[src/hdl/prq_pkg.sv]
// ----------------------------------------------------------------------------
// prq_pkg: shared types and constants for the priority ready queue
// Slot count, field widths, command and status codes.
// ----------------------------------------------------------------------------
`default_nettype none
package prq_pkg;
  localparam int NumSlots = 16;
  localparam int SlotW    = $clog2(NumSlots);
  localparam int CntW     = $clog2(NumSlots + 1);

  typedef logic [1:0]  cmd_t;
  typedef logic [2:0]  status_t;
  typedef logic [1:0]  cfg_idx_t;
  typedef logic [SlotW-1:0] slot_t;

  localparam cmd_t CMD_INSERT = 2'd0;
  localparam cmd_t CMD_POP    = 2'd1;
  localparam cmd_t CMD_TICK   = 2'd2;

  localparam status_t ST_INSERTED  = 3'd0;
  localparam status_t ST_DUPLICATE = 3'd1;
  localparam status_t ST_BAD_PRIO  = 3'd2;
  localparam status_t ST_FULL      = 3'd3;
  localparam status_t ST_POPPED    = 3'd4;
  localparam status_t ST_EMPTY     = 3'd5;
  localparam status_t ST_TICK      = 3'd6;

  localparam cfg_idx_t CFG_THRESH = 2'd0;
  localparam cfg_idx_t CFG_INCR   = 2'd1;
  localparam cfg_idx_t CFG_STEP   = 2'd2;
  localparam cfg_idx_t CFG_PMAX   = 2'd3;

  // one slot entry as stored in memory
  typedef struct packed {
    logic [7:0]  id;
    logic [7:0]  prio;
    logic [15:0] wait_t;
  } entry_t;

  // one memory access request
  typedef struct packed {
    logic   we;
    slot_t  addr;
    entry_t wdata;
  } mem_req_t;
endpackage
`default_nettype wire

[src/hdl/priority_ready_queue_with_aging.sv]
// ----------------------------------------------------------------------------
// priority_ready_queue_with_aging: ready queue of task slots with aging
// Insert / pop-best / tick commands over a slot memory scanned one slot
// per cycle, except while a tick write-back holds the port.
// ----------------------------------------------------------------------------
// Channel   Direction  Ports                                   Handshake
// in        input      in_cmd, in_task_id, in_task_priority    start & !busy
// out       output     out_status, out_id, out_priority,       out_valid strobe
//                      out_occupancy
// cfg       input      cfg_we, cfg_index, cfg_data             cfg_we
//
// Insert, pop and the unused command make one scan pass over the slot memory,
// one read per cycle, then drain the last read and end in S_FINISH, which
// writes the inserted entry. A tick also writes back every queued slot, each
// write taking the port in place of a read, so its scan reads are held while
// a write-back is pending.
// Valid bits are flip-flops cleared by reset; slot memory needs no clearing.
// busy is high from accept until the result strobe. The receiver cannot
// stall: out_valid lasts one cycle.
// ----------------------------------------------------------------------------
`default_nettype none
module priority_ready_queue_with_aging (
  input  wire logic        clk,
  input  wire logic        rst_n,
  input  wire logic        start,
  output logic             busy,
  input  wire logic [1:0]  in_cmd,
  input  wire logic [7:0]  in_task_id,
  input  wire logic signed [8:0] in_task_priority,
  output logic             out_valid,
  output logic [2:0]       out_status,
  output logic [7:0]       out_id,
  output logic [7:0]       out_priority,
  output logic [4:0]       out_occupancy,
  input  wire logic        cfg_we,
  input  wire logic [1:0]  cfg_index,
  input  wire logic [15:0] cfg_data
);
  import prq_pkg::*;

  typedef enum logic [1:0] {S_IDLE, S_SCAN, S_FINISH} state_t;

  state_t state_r;
  logic [15:0] thresh_r, incr_r;
  logic [7:0]  step_r, pmax_r;
  logic [NumSlots-1:0] valid_r;
  cmd_t        cmd_r;
  logic [7:0]  id_r;
  logic [8:0]  prio_r;
  logic [CntW-1:0] idx_r;      // address issued this cycle
  logic        rd_v_r;         // rdata belongs to slot rd_slot_r
  slot_t       rd_slot_r;
  logic        dup_r, free_v_r, best_v_r;
  slot_t       free_r, best_r;
  logic [7:0]  best_id_r, best_pr_r;
  mem_req_t    req;
  entry_t      rdata, aged;
  logic [16:0] wsum;
  logic [8:0]  psum;
  logic        scan_done;

  prq_mem u_mem (.clk(clk), .req(req), .rdata(rdata));

  // tick update of the slot just read
  always_comb begin
    wsum = {1'b0, rdata.wait_t} + {1'b0, incr_r};
    aged = rdata;
    aged.wait_t = wsum[16] ? 16'hFFFF : wsum[15:0];
    psum = {1'b0, rdata.prio} + {1'b0, step_r};
    if (aged.wait_t >= thresh_r && rdata.id != 8'd0)
      aged.prio = (psum > {1'b0, pmax_r}) ? pmax_r : psum[7:0];
  end

  assign scan_done = (idx_r == CntW'(NumSlots));

  // memory port: scan reads; tick writes back the previous slot; finish
  // writes the inserted entry
  always_comb begin
    req = '0;
    if (state_r == S_SCAN && cmd_r == CMD_TICK && rd_v_r && valid_r[rd_slot_r]) begin
      req.we    = 1'b1;
      req.addr  = rd_slot_r;
      req.wdata = aged;
    end else if (state_r == S_SCAN && !scan_done) begin
      req.addr = idx_r[SlotW-1:0];
    end else if (state_r == S_FINISH) begin
      req.we    = (cmd_r == CMD_INSERT) && !prio_r[8] && (prio_r[7:0] <= pmax_r)
                  && !dup_r && free_v_r;
      req.addr  = free_r;
      req.wdata = '{id: id_r, prio: prio_r[7:0], wait_t: 16'd0};
    end
  end

  // tick writes steal the port from the scan reads, so issue a read only when
  // no write-back is pending
  logic issue;
  assign issue = (state_r == S_SCAN) && !scan_done && !req.we;

  logic [NumSlots-1:0] valid_nxt;
  logic ins_ok;
  always_comb begin
    ins_ok = !prio_r[8] && (prio_r[7:0] <= pmax_r) && !dup_r && free_v_r;
    valid_nxt = valid_r;
    if (cmd_r == CMD_INSERT && ins_ok) valid_nxt[free_r] = 1'b1;
    if (cmd_r == CMD_POP && best_v_r)  valid_nxt[best_r] = 1'b0;
  end

  always_ff @(posedge clk) begin
    if (!rst_n) begin
      state_r   <= S_IDLE;
      thresh_r  <= 16'd1500;
      incr_r    <= 16'd100;
      step_r    <= 8'd10;
      pmax_r    <= 8'd149;
      valid_r   <= '0;
      busy      <= 1'b0;
      out_valid <= 1'b0;
      rd_v_r    <= 1'b0;
    end else begin
      out_valid <= 1'b0;
      if (cfg_we) begin
        unique case (cfg_index)
          CFG_THRESH: thresh_r <= cfg_data;
          CFG_INCR:   incr_r   <= cfg_data;
          CFG_STEP:   step_r   <= cfg_data[7:0];
          CFG_PMAX:   pmax_r   <= cfg_data[7:0];
          default: ;
        endcase
      end
      unique case (state_r)
        S_IDLE: begin
          rd_v_r <= 1'b0;
          if (start) begin
            state_r  <= S_SCAN;
            busy     <= 1'b1;
            cmd_r    <= in_cmd;
            id_r     <= in_task_id;
            prio_r   <= in_task_priority;
            idx_r    <= '0;
            dup_r    <= 1'b0;
            free_v_r <= 1'b0;
            best_v_r <= 1'b0;
          end
        end
        S_SCAN: begin
          // evaluate slot read last cycle
          if (rd_v_r && valid_r[rd_slot_r]) begin
            if (rdata.id == id_r) dup_r <= 1'b1;
            if (!best_v_r || rdata.prio > best_pr_r ||
                (rdata.prio == best_pr_r && rdata.id < best_id_r)) begin
              best_v_r  <= 1'b1;
              best_r    <= rd_slot_r;
              best_id_r <= rdata.id;
              best_pr_r <= rdata.prio;
            end
          end
          if (issue && !valid_r[idx_r[SlotW-1:0]] && !free_v_r) begin
            free_v_r <= 1'b1;
            free_r   <= idx_r[SlotW-1:0];
          end
          rd_v_r    <= issue;
          rd_slot_r <= idx_r[SlotW-1:0];
          if (issue) idx_r <= idx_r + 1'b1;
          if (scan_done && !rd_v_r && !req.we) state_r <= S_FINISH;
        end
        S_FINISH: begin
          state_r   <= S_IDLE;
          busy      <= 1'b0;
          out_valid <= 1'b1;
          valid_r   <= valid_nxt;
          out_id       <= '0;
          out_priority <= '0;
          out_occupancy <= 5'($countones(valid_nxt));
          priority if (cmd_r == CMD_INSERT) begin
            out_status <= prio_r[8] || prio_r[7:0] > pmax_r ? ST_BAD_PRIO :
                          dup_r ? ST_DUPLICATE : free_v_r ? ST_INSERTED : ST_FULL;
          end else if (cmd_r == CMD_POP) begin
            out_status <= best_v_r ? ST_POPPED : ST_EMPTY;
            if (best_v_r) begin
              out_id       <= best_id_r;
              out_priority <= best_pr_r;
            end
          end else begin
            out_status <= ST_TICK;
          end
        end
        default: state_r <= S_IDLE;
      endcase
    end
  end

  // result strobe only after a busy period
  a_strobe: assert property (@(posedge clk) disable iff (!rst_n)
    out_valid |-> $past(busy)) else $error("result without transaction");
  a_busy_drop: assert property (@(posedge clk) disable iff (!rst_n)
    $fell(busy) |-> out_valid) else $error("busy fell without result");
  a_pop_valid: assert property (@(posedge clk) disable iff (!rst_n)
    (state_r == S_FINISH && cmd_r == CMD_POP && best_v_r) |-> valid_r[best_r])
    else $error("popping empty slot");
endmodule
`default_nettype wire

[src/hdl/prq_mem.sv]
// ----------------------------------------------------------------------------
// prq_mem: slot storage
// Single-port synchronous memory with registered read.
// ----------------------------------------------------------------------------
`default_nettype none
module prq_mem (
  input  wire logic            clk,
  input  wire prq_pkg::mem_req_t req,
  output prq_pkg::entry_t      rdata
);
  import prq_pkg::*;
  entry_t mem [NumSlots];
  always_ff @(posedge clk) begin
    if (req.we) mem[req.addr] <= req.wdata;
    rdata <= mem[req.addr];
  end
endmodule
`default_nettype wire

[config.mk]
export PLATFORM = sky130hd
export DESIGN_NAME = priority_ready_queue_with_aging
export DESIGN_NICKNAME = d
export VERILOG_FILES = /design/src/hdl/prq_pkg.sv /design/src/hdl/priority_ready_queue_with_aging.sv /design/src/hdl/prq_mem.sv
export SDC_FILE = /design/constraint.sdc
export NUM_CORES = 1
export LEC_CHECK = 0
export ABC_AREA = 1
export BUFFER_PORTS_ARGS = -buffer_cell sky130_fd_sc_hd__buf_2
export CAP_MARGIN = 20
export CORE_MARGIN = 1.5
export CORE_UTILIZATION = 35
export CTS_BUF_LIST = sky130_fd_sc_hd__clkbuf_8 sky130_fd_sc_hd__clkbuf_16
export DETAILED_ROUTE_END_ITERATION = 6
export PLACE_DENSITY = 0.57
export SKIP_CTS_REPAIR_TIMING = 1
export SYNTH_ARGS = -nofsm -noshare
export SYNTH_HDL_FRONTEND = slang
export SYNTH_SLANG_ARGS = --single-unit
[constraint.sdc]
create_clock -name clk -period 12 [get_ports clk]
set_clock_uncertainty 0.05 [all_clocks]
set_input_delay 1.2 -clock clk [delete_from_list [all_inputs] [get_ports clk]]
set_output_delay 1.2 -clock clk [all_outputs]
set_load 0.005 [all_outputs]
==> summary.txt, run 1 <==
Run status
  – Status: finished clean

STA
  – TNS Setup: 0 ns
  – Finish-stage setup viols: 0
  – Final Hold Vio Count: 0
  – Slew margin rel.: 23.6%
  – Pins Over Slew Limit: 0
  – Fin crit period: 5.80 ns
  – FMAX: 172 MHz
  – Final period util: 48.3%
  – Min Hold Slack: 0.409 ns
  – Measured slew at the worst slew-check pin: 1.15 ns
  – RSZ-0062 raised after global routing: no

Min path
  – Worst hold path startpoint: busy
  – Worst Hold Depth: 2
  – WHS Endpoint: busy
  – Worst min path class: flip-flop to flip-flop

Logic synthesis
  – FF+latch count, synth: 692
  – Post-Syn Instances: 3269
  – Net Count, Synth: 3400
  – FFs w/ async S/R, synth: 0%
  – Most frequent cell after synthesis: nand2_1
  – Top area cells in the synthesized netlist: edfxtp_1, nand2_1, nand3_1, dfxtp_1, ha_1
  – Largest area contributor in the netlist: edfxtp_1
  – Post-synth cell types: 44
  – Cell area after synthesis: 0.0317 mm^2
  – Synth top area share: 56.0%
  – Top cells by count, synth: nand2_1, edfxtp_1, nand3_1
  – Number of synthesis warnings: 0
  – Sequential element share of the synthesized area: 62.4%
  – Post-synth EDFFs: 591
  – Syn_area_per_cell: 9.69 um^2
  – Prevailing post-synth register cell: edfxtp_1

Power
  – Cell Pwr Density: 155 mW/mm^2
  – Total power: 0.00554 W
  – Maximum VDD drop: 97.0 uV
  – Leak Pwr: 14.6 nW

Route
  – Drt initial violations: 1943
  – Final wirelength: 88.2 mm
  – Post-route ant nets: 0
  – Vias/cell: 5.02
  – Vias: 22800
  – Wire per inst: 19.4 um
  – # DRC: 0
  – Drt first pass iters: 5

Global routing
  – Congestion Overflow GR: 0
  – Initial antenna violation count: 0
  – Vias in the first global route: 21800
  – Largest net degree at the start of global routing: 132
  – First-pass GRT wire length: 134 mm
  – GRT Util Overall: 19.0%

Clock tree
  – TritonCTS clock tree: done
  – CTS clk-pin slew, worst paths: 0.07 ns
  – Worst skew pair latency: 0.64 ns
  – Max Root-Sink Buffers: 3
  – Cts bufs inserted: 72
  – CTS root buf: clkbuf_16
  – H-tree depth: 3
  – Clock sinks: 692

Critical path
  – Worst Path Required: 12.32 ns
  – CP Capture Type: flip-flop
  – Crit path largest cell delay: 0.63 ns
  – CP max-delay cell: nand3_1
  – Critical Path Fanout Max: 20
  – Critical path's top delay family: adder cells
  – Crit path DAT: 6.11 ns
  – Reg2reg setup slack: 6.20 ns
  – CP Class: flip-flop to flip-flop
  – CP most frequent cell: fa_1
  – CP bufs+invs: 4
  – Reg2reg end: out_occupancy[4]
  – Reg2reg start: prio_r[7]
  – Critical Path Start Type: flip-flop
  – CP cell instances: ha_1, nand4_1, inv_1, nand3_1, o21ai_0, nand3_1, o21ai_0, nand2_1, fa_1, inv_1, fa_1, fa_1, inv_1, fa_1, inv_1, ha_1, fa_1, nand2_1, a21boi_0
  – Reg2Reg Depth: 19

Place
  – Gp weighted congestion: 0.904
  – Port Buf Inserts: 66
  – Hpwl dp: 51.2 mm

Finish
  – Register area: 0.0198 mm^2
  – Area grow syn2layout: 13.1%
  – FILL cells: 8715
  – # nets final: 3433
  – Layout cells sized above 1: 8.12%
  – Number of diodes: 0
  – Multi-input gate area: 0.0105 mm^2

Floorplan
  – Initial core utilization: 35.2%
  – Cell row count: 110
  – DIE AREA: 0.0923 mm^2
  – Horiz. Die Dim: 304 um
  – Core area: 0.0899 mm^2
  – DIE HEIGHT: 304 um
  – IO Count: 67

Run
  – Max-cap violations: 0
-- cells by family (layout without fill, tap and decap cells) --
| logic type | after synthesis | count (layout) | synth area share (%) |
|---|---|---|---|
| AOI/OAI and AO/OA | 260 | 260 | 4.50 |
| and+or+nand+nor | 1795 | 1795 | 23.2 |
| buffers and inverters | 404 | 496 | 5.22 |
| DFF | 692 | 692 | 62.4 |
| xor gates and xnor gates | 28 | 28 | 0.774 |
| adders and majority gates | 90 | 90 | 3.84 |
-- sequential cells by signal, summed over array words and instances (netlist names), 2 cells and up --
signal,count
u_mem.mem,512
u_mem.rdata,32
incr_r,16
thresh_r,16
valid_r,16
prio_r,9
best_id_r,8
best_pr_r,8
id_r,8
out_id,8
out_priority,8
pmax_r,8
step_r,8
idx_r,5
out_occupancy,5
best_r,4
free_r,4
rd_slot_r,4
out_status,3
cmd_r,2
state_r,2
-- worst reg2reg max path: cells and delay by family (launching register included) --
family | cells | cell delay, ns
adder cells (fa/ha/maj) | 7 | 2.96
AND/OR/NAND/NOR | 5 | 1.01
AO/OA/AOI/OAI | 3 | 0.91
flip-flops | 1 | 0.40
buffers and inverters | 4 | 0.22
-- layer usage --
metal | track usage [%] | up-vias | wire length [um]
li1 | - | 11000 | -
met1 | 25.9 | 10900 | 39600
met2 | 31.7 | 721 | 41900
met3 | 2.45 | 109 | 4940
met4 | 5.18 | 0 | 1690
met5 | 0 | - | 0
-- per-stage QoR --
stage / cells / cell area, um^2 / utilization [%] / worst slack (ns)
CTS: 4535 / 35800 / 39.8 / 6.15
global placement: 4401 / 33400 / 37.1 / 6.26
finish: 4537 / 35800 / 39.9 / 6.20
detailed placement: 4402 / 33400 / 37.1 / 6.18
global route: 4537 / 35800 / 39.9 / 5.78
floorplan: 3269 / 31700 / - / 6.91
-- placed cells by master (no fill, tap or decap), drive strengths merged, types with 10 or more instances in the layout --
cell type | synthesis | layout
nand2 | 1225 | 1225
edfxtp | 591 | 591
nand3 | 414 | 414
inv | 240 | 256
nor2 | 129 | 129
buf | 93 | 120
o21ai | 117 | 117
dfxtp | 101 | 101
a21oi | 99 | 99
ha | 78 | 78
clkbuf | 68 | 75
clkinv | 3 | 34
xor2 | 21 | 21
o211ai | 12 | 12
fa | 12 | 12
nand4 | 10 | 10
bufinv | 0 | 10
-- cell type report --
class,instances,share of cell area [%]
clock buffer,75,5.21
sequential,692,55.2
clock inverter,58,1.60
multi-input combinational,2173,29.2
inverter,243,2.56
timing repair buffer,120,2.11
tap,1176,4.11
-- power by group --
| group | leakage (nW) | switching (W) | internal [W] | total, W |
|---|---|---|---|---|
| Clock | 1.24 | 0.000956 | 0.00135 | 0.00231 |
| Sequential | 5.57 | 0.0000374 | 0.00261 | 0.00265 |
| Combinational | 7.78 | 0.000401 | 0.000184 | 0.000585 |
-- worst max path at each step --
stage / start / end / cells past startpoint
after floorplan: prio_r[3] / out_occupancy[2] / 23
after global placement: prio_r[7] / out_occupancy[2] / 18
after detailed placement: prio_r[7] / out_occupancy[2] / 18
after CTS: prio_r[7] / out_occupancy[4] / 19
after global routing: prio_r[7] / out_occupancy[4] / 19
final: prio_r[7] / out_occupancy[4] / 19
Power figures use the tool's default switching activity.
==> inputs of run 2 (changes only) <==
--- a/config.mk
+++ b/config.mk
@@ -12,7 +12,7 @@
 export CORE_UTILIZATION = 35
 export CTS_BUF_LIST = sky130_fd_sc_hd__clkbuf_8 sky130_fd_sc_hd__clkbuf_16
 export DETAILED_ROUTE_END_ITERATION = 6
-export PLACE_DENSITY = 0.57
+export PLACE_DENSITY = 0.58
 export SKIP_CTS_REPAIR_TIMING = 1
 export SYNTH_ARGS = -nofsm -noshare
 export SYNTH_HDL_FRONTEND = slang
==> constraint.sdc (replaced) <==
create_clock -name clk -period 5 [get_ports clk]
set_clock_uncertainty 0.05 [all_clocks]
set_input_delay 0.5 -clock clk [delete_from_list [all_inputs] [get_ports clk]]
set_output_delay 0.5 -clock clk [all_outputs]
set_load 0.005 [all_outputs]
==> run 2 against run 1 <==
  * Flip-flop and latch count is the same
  * Final area grew 2.4%
  * Sequential share of layout area down 1.3 points
  * Critical endpoint unchanged
  * Critical path type unchanged
==> summary.txt, run 2 (synthesized netlist as in run 1, its figures left out) <==
Clock tree
  – Clock sinks: 692
  – H-tree depth: 3
  – TritonCTS clock tree: done
  – CTS root buf: clkbuf_16
  – Max Root-Sink Buffers: 3
  – CTS clk-pin slew, worst paths: 0.06 ns
  – Cts bufs inserted: 71
  – Worst skew pair latency: 0.62 ns

Place
  – Hpwl dp: 51.6 mm
  – Dpl cell area: 0.0340 mm^2
  – Gp weighted congestion: 0.893
  – Pre-CTS WS: -0.128 ns
  – Placed cell count: 4470
  – Port Buf Inserts: 66

Critical path
  – Critical Path Start Type: flip-flop
  – Reg2reg end: out_occupancy[4]
  – Reg2reg start: prio_r[3]
  – Worst Path Required: 5.31 ns
  – Reg2Reg Depth: 22
  – Reg2reg setup slack: 0.11 ns
  – Critical Path Fanout Max: 7
  – CP Capture Type: flip-flop
  – Crit path DAT: 5.19 ns
  – CP Class: flip-flop to flip-flop

STA
  – Final setup margin: 0.115 ns
  – TNS Setup: 0 ns
  – Min Hold Slack: 0.0280 ns
  – Final period util: 97.7%
  – Slew margin rel.: 32.3%
  – Final Hold Vio Count: 0
  – Finish-stage setup viols: 0
  – Pins Over Slew Limit: 0
  – FMAX: 205 MHz
  – Measured slew at the worst slew-check pin: 1.01 ns
  – Fin crit period: 4.89 ns
  – RSZ-0062 raised after global routing: yes

Floorplan
  – DIE HEIGHT: 304 um
  – IO Count: 67
  – Horiz. Die Dim: 304 um
  – DIE AREA: 0.0923 mm^2
  – Initial core utilization: 35.2%
  – Core area: 0.0899 mm^2
  – Cell row count: 110

Global routing
  – GRT Util Overall: 18.9%
  – Largest net degree at the start of global routing: 135
  – Vias in the first global route: 22300
  – Initial antenna violation count: 2
  – Congestion Overflow GR: 0
  – First-pass GRT wire length: 135 mm

Finish
  – Number of diodes: 0
  – Largest register FFs: 512
  – Top flop regs: u_mem.mem x512, u_mem.rdata x32
  – Area grow syn2layout: 15.9%
  – # nets final: 3520
  – Layout cells sized above 1: 10.8%
  – Commonest non-fill, non-tap cells in the layout: nand2_1, edfxtp_1, nand3_1, inv_1, buf_4
  – Commonest non-fill, non-tap cell in the layout: nand2_1
  – Fin cells: 4621
  – Reg with most FFs: u_mem.mem
  – Design area: 0.0367 mm^2

Min path
  – Worst hold path startpoint: in_task_priority[2]
  – Worst Hold Depth: 1
  – Worst min path class: input port to flip-flop
  – WHS Endpoint: prio_r[2]

Route
  – Vias: 23000
  – Vias/cell: 4.97
  – # DRC: 0
  – Drt initial violations: 1739
  – Final wirelength: 88.0 mm
  – Post-route ant nets: 0
  – Drt first pass iters: 5
  – Wire per inst: 19.0 um

Power
  – Leak Pwr: 15.0 nW
  – Cell Pwr Density: 358 mW/mm^2
  – Maximum VDD drop: 195 uV

Run
  – Max-cap violations: 0

Run status
  – Status: finished clean
run 2: worst max-delay path by stage:
| stage | startpoint | endpoint | depth (start not counted) |
|---|---|---|---|
| finish | prio_r[3] | out_occupancy[4] | 22 |
| global route | prio_r[1] | out_occupancy[4] | 24 |
| CTS | pmax_r[3] | out_occupancy[4] | 23 |
| detailed placement | prio_r[3] | out_occupancy[4] | 24 |
| global placement | prio_r[3] | out_occupancy[2] | 23 |
| floorplan | prio_r[3] | out_occupancy[2] | 23 |
run 2: layer usage:
metal	wire length, um	global-route usage [%]
met1	39200	25.2
met2	42300	31.8
met3	4340	2.84
met4	2260	5.78
met5	0	0
run 2: stage by stage:
stage | utilization [%] | power, W
after floorplan | - | 0.00744
after global placement | 37.8 | 0.00788
after detailed placement | 37.8 | 0.00789
after CTS | 40.5 | 0.0132
after global routing | 40.8 | 0.0137
final | 40.8 | 0.0131
run 2: final cells by class:
class / count / area, um^2
clock buffers: 85 / 2030
clock inverters: 44 / 332
fillers: 8697 / 53200
inverters: 243 / 920
multi-input cells: 2173 / 10600
flip-flops and latches: 692 / 19800
well taps: 1176 / 1470
repair buffers: 208 / 1590
run 2: critical path, cell delays in order (launching register included):
cell,delay (ns)
edfxtp_1,0.44
ha_4,0.27
a21oi_2,0.13
o21ai_2,0.07
nand2_1,0.06
o211ai_1,0.07
o21ai_1,0.09
buf_4,0.16
nand3_4,0.07
buf_6,0.16
o21ai_2,0.10
nand2_1,0.10
fa_1,0.51
fa_1,0.54
inv_2,0.04
fa_1,0.50
inv_1,0.05
fa_1,0.51
inv_2,0.05
ha_4,0.16
fa_2,0.37
nand2_1,0.07
a21boi_0,0.07
run 2: power breakdown:
group	total, W	internal (W)	switching [W]
Combinational	0.00144	0.000477	0.000963
Clock	0.00535	0.00313	0.00222
Sequential	0.00635	0.00627	0.0000814
==> inputs of run 3 (changes only) <==
--- a/config.mk
+++ b/config.mk
@@ -6,6 +6,7 @@
 export NUM_CORES = 1
 export LEC_CHECK = 0
 export ABC_AREA = 1
+export ABC_CLOCK_PERIOD_IN_PS = 5000
 export BUFFER_PORTS_ARGS = -buffer_cell sky130_fd_sc_hd__buf_2
 export CAP_MARGIN = 20
 export CORE_MARGIN = 1.5
==> constraint.sdc (replaced) <==
create_clock -name clk -period 5 [get_ports clk]
set_clock_uncertainty 0.05 [all_clocks]
set_input_delay 1 -clock clk [delete_from_list [all_inputs] [get_ports clk]]
set_output_delay 1 -clock clk [all_outputs]
set_load 0.005 [all_outputs]
==> run 3 against run 2 <==
  * Global-route usage hardly changed
  * Core utilization is 0.16 points lower
  * Count of clock-buffer cells in the layout down 4
  * Die area is the same
  * Via count up 0.47%
  * Final cell count decreased by 0.30%
  * Fmax is 1.6% lower
  * Clock power grew 0.9%
  * Register-to-register slack got worse by 0.08 ns
  * Largest cell class unchanged
  * Power rose by 0.36%
  * Final area fell by 0.39%
==> summary.txt, run 3 (synthesized netlist as in run 1, its figures left out) <==
Run status
  – Status: finished clean

Global routing
  – GRT Util Overall: 18.9%
  – Vias in the first global route: 22400
  – Met2 global-route usage: 32.0%
  – Largest net degree at the start of global routing: 184
  – Initial antenna violation count: 0
  – Layer with the highest usage: met2
  – First-pass GRT wire length: 135 mm
  – Congestion Overflow GR: 0
  – Global Route met3 Usage: 2.29%
  – Met1 usage: 25.1%

Route
  – Vias: 23100
  – Vias/cell: 5.01
  – Drt first pass iters: 5
  – Wire per inst: 19.1 um
  – Final wirelength: 88.0 mm
  – Post-route ant nets: 0
  – # DRC: 0
  – Drt initial violations: 1726

Critical path
  – Worst Path Required: 5.33 ns
  – Crit path DAT: 5.29 ns
  – Critical Path Fanout Max: 6
  – CP max-delay cell: fa_1
  – CP Class: flip-flop to flip-flop
  – Crit path largest cell delay: 0.51 ns
  – CP Capture Type: flip-flop
  – Critical Path Start Type: flip-flop
  – CP cell instances: ha_4, a21oi_2, o21ai_2, nand2_1, o211ai_1, o21ai_4, nand3_2, buf_6, inv_2, nand2_2, nand3_2, inv_1, fa_1, inv_1, fa_1, inv_1, fa_1, inv_2, fa_1, inv_1, ha_2, fa_2, xor2_1

Finish
  – Area grow syn2layout: 15.4%
  – Layout cells sized above 1: 10.6%
  – Fin cells: 4607
  – Core Util, Final: 40.7%
  – # nets final: 3505
  – Reg with most FFs: u_mem.mem
  – Top flop regs: u_mem.mem x512, u_mem.rdata x32
  – Largest register FFs: 512
  – Commonest non-fill, non-tap cells in the layout: nand2_1, edfxtp_1, nand3_1, inv_1, buf_4
  – Commonest non-fill, non-tap cell in the layout: nand2_1
  – Number of diodes: 0
  – Design area: 0.0365 mm^2

Place
  – Port Buf Inserts: 66
  – Placed cell count: 4469
  – Hpwl dp: 51.8 mm
  – Dpl cell area: 0.0340 mm^2
  – Gp weighted congestion: 0.881

Clock tree
  – CTS root buf: clkbuf_16
  – Max Root-Sink Buffers: 3
  – CTS clk-pin slew, worst paths: 0.06 ns
  – Cts bufs inserted: 71
  – Worst skew pair latency: 0.63 ns
  – H-tree depth: 3
  – Clock sinks: 692
  – TritonCTS clock tree: done

Floorplan
  – DIE HEIGHT: 304 um
  – IO Count: 67
  – DIE AREA: 0.0923 mm^2
  – Cell row count: 110
  – Core area: 0.0899 mm^2
  – Horiz. Die Dim: 304 um
  – Initial core utilization: 35.2%

Power
  – Cell Pwr Density: 361 mW/mm^2
  – Leak Pwr: 15.0 nW
  – Maximum VDD drop: 218 uV

STA
  – Fin crit period: 4.96 ns
  – Pins Over Slew Limit: 0
  – Finish-stage setup viols: 0
  – Final period util: 99.3%
  – Measured slew at the worst slew-check pin: 1.16 ns
  – Final Hold Vio Count: 0
  – TNS Setup: 0 ns
  – Slew margin rel.: 22.9%
  – FMAX: 201 MHz
  – RSZ-0062 raised after global routing: yes

Min path
  – Worst min path class: flip-flop to flip-flop

Run
  – Max-cap violations: 0
run 3: cell types whose count changed in the layout (fill, tap and decap cells not counted), moves of 4 or more:
cell	change
clkbuf_16	-4
clkinv_2	+5
buf_4	-6
dlygate4sd3_1	-8
run 3: final timing paths:
check             slack [ns]  cells past startpoint  startpoint                to
setup reg to reg        0.04                     23   prio_r[3]  out_occupancy[2]
hold / removal          0.40                      2      rd_v_r            rd_v_r
hold reg to reg         0.40                      2      rd_v_r            rd_v_r
setup / recovery        0.04                     23   prio_r[3]  out_occupancy[2]
run 3: stage by stage:
stage	hold WS [ns]	setup slack, ns	total power [W]
3_3_place_gp	0.392	-0.132	0.00789
2_1_floorplan	0.378	0.0762	0.00744
6_report	0.405	0.0352	0.0132
5_1_grt	0.442	-0.108	0.0137
4_1_cts	0.405	-0.208	0.0133
3_5_place_dp	0.396	-0.194	0.00790
run 3: where the power goes:
group          switching [W]  total (W)  internal [W]
sequential         0.0000835    0.00636       0.00627
combinational       0.000964    0.00143      0.000470
clock                0.00226    0.00540       0.00313
run 3: cell type report:
cell class	instances	area [um^2]
Fill cell	8800	53300
Inverter	243	917
Clock buffer	81	1930
Tap cell	1176	1470
Timing Repair Buffer	193	1460
Sequential cell	692	19800
Clock inverter	49	452
Multi-Input combinational cell	2173	10600
run 3: worst max-delay path, delay by kind of cell, from the launching register on:
| family | cells | cell delay [ns] |
|---|---|---|
| fa+ha+maj | 7 | 2.81 |
| compound gates | 4 | 0.48 |
| flops | 1 | 0.46 |
| buf+inv | 7 | 0.44 |
| simple gates | 4 | 0.30 |
| xor+xnor | 1 | 0.14 |
run 3: per-layer routing:
metal  up-vias  wire length (um)  part of all wire (%)
li1      11200                 -                     -
met1     11100             38500                    44
met2       640             42400                    48
met3       155              4590                   5.2
met4         0              2570                   2.9
met5         -                 0                     0
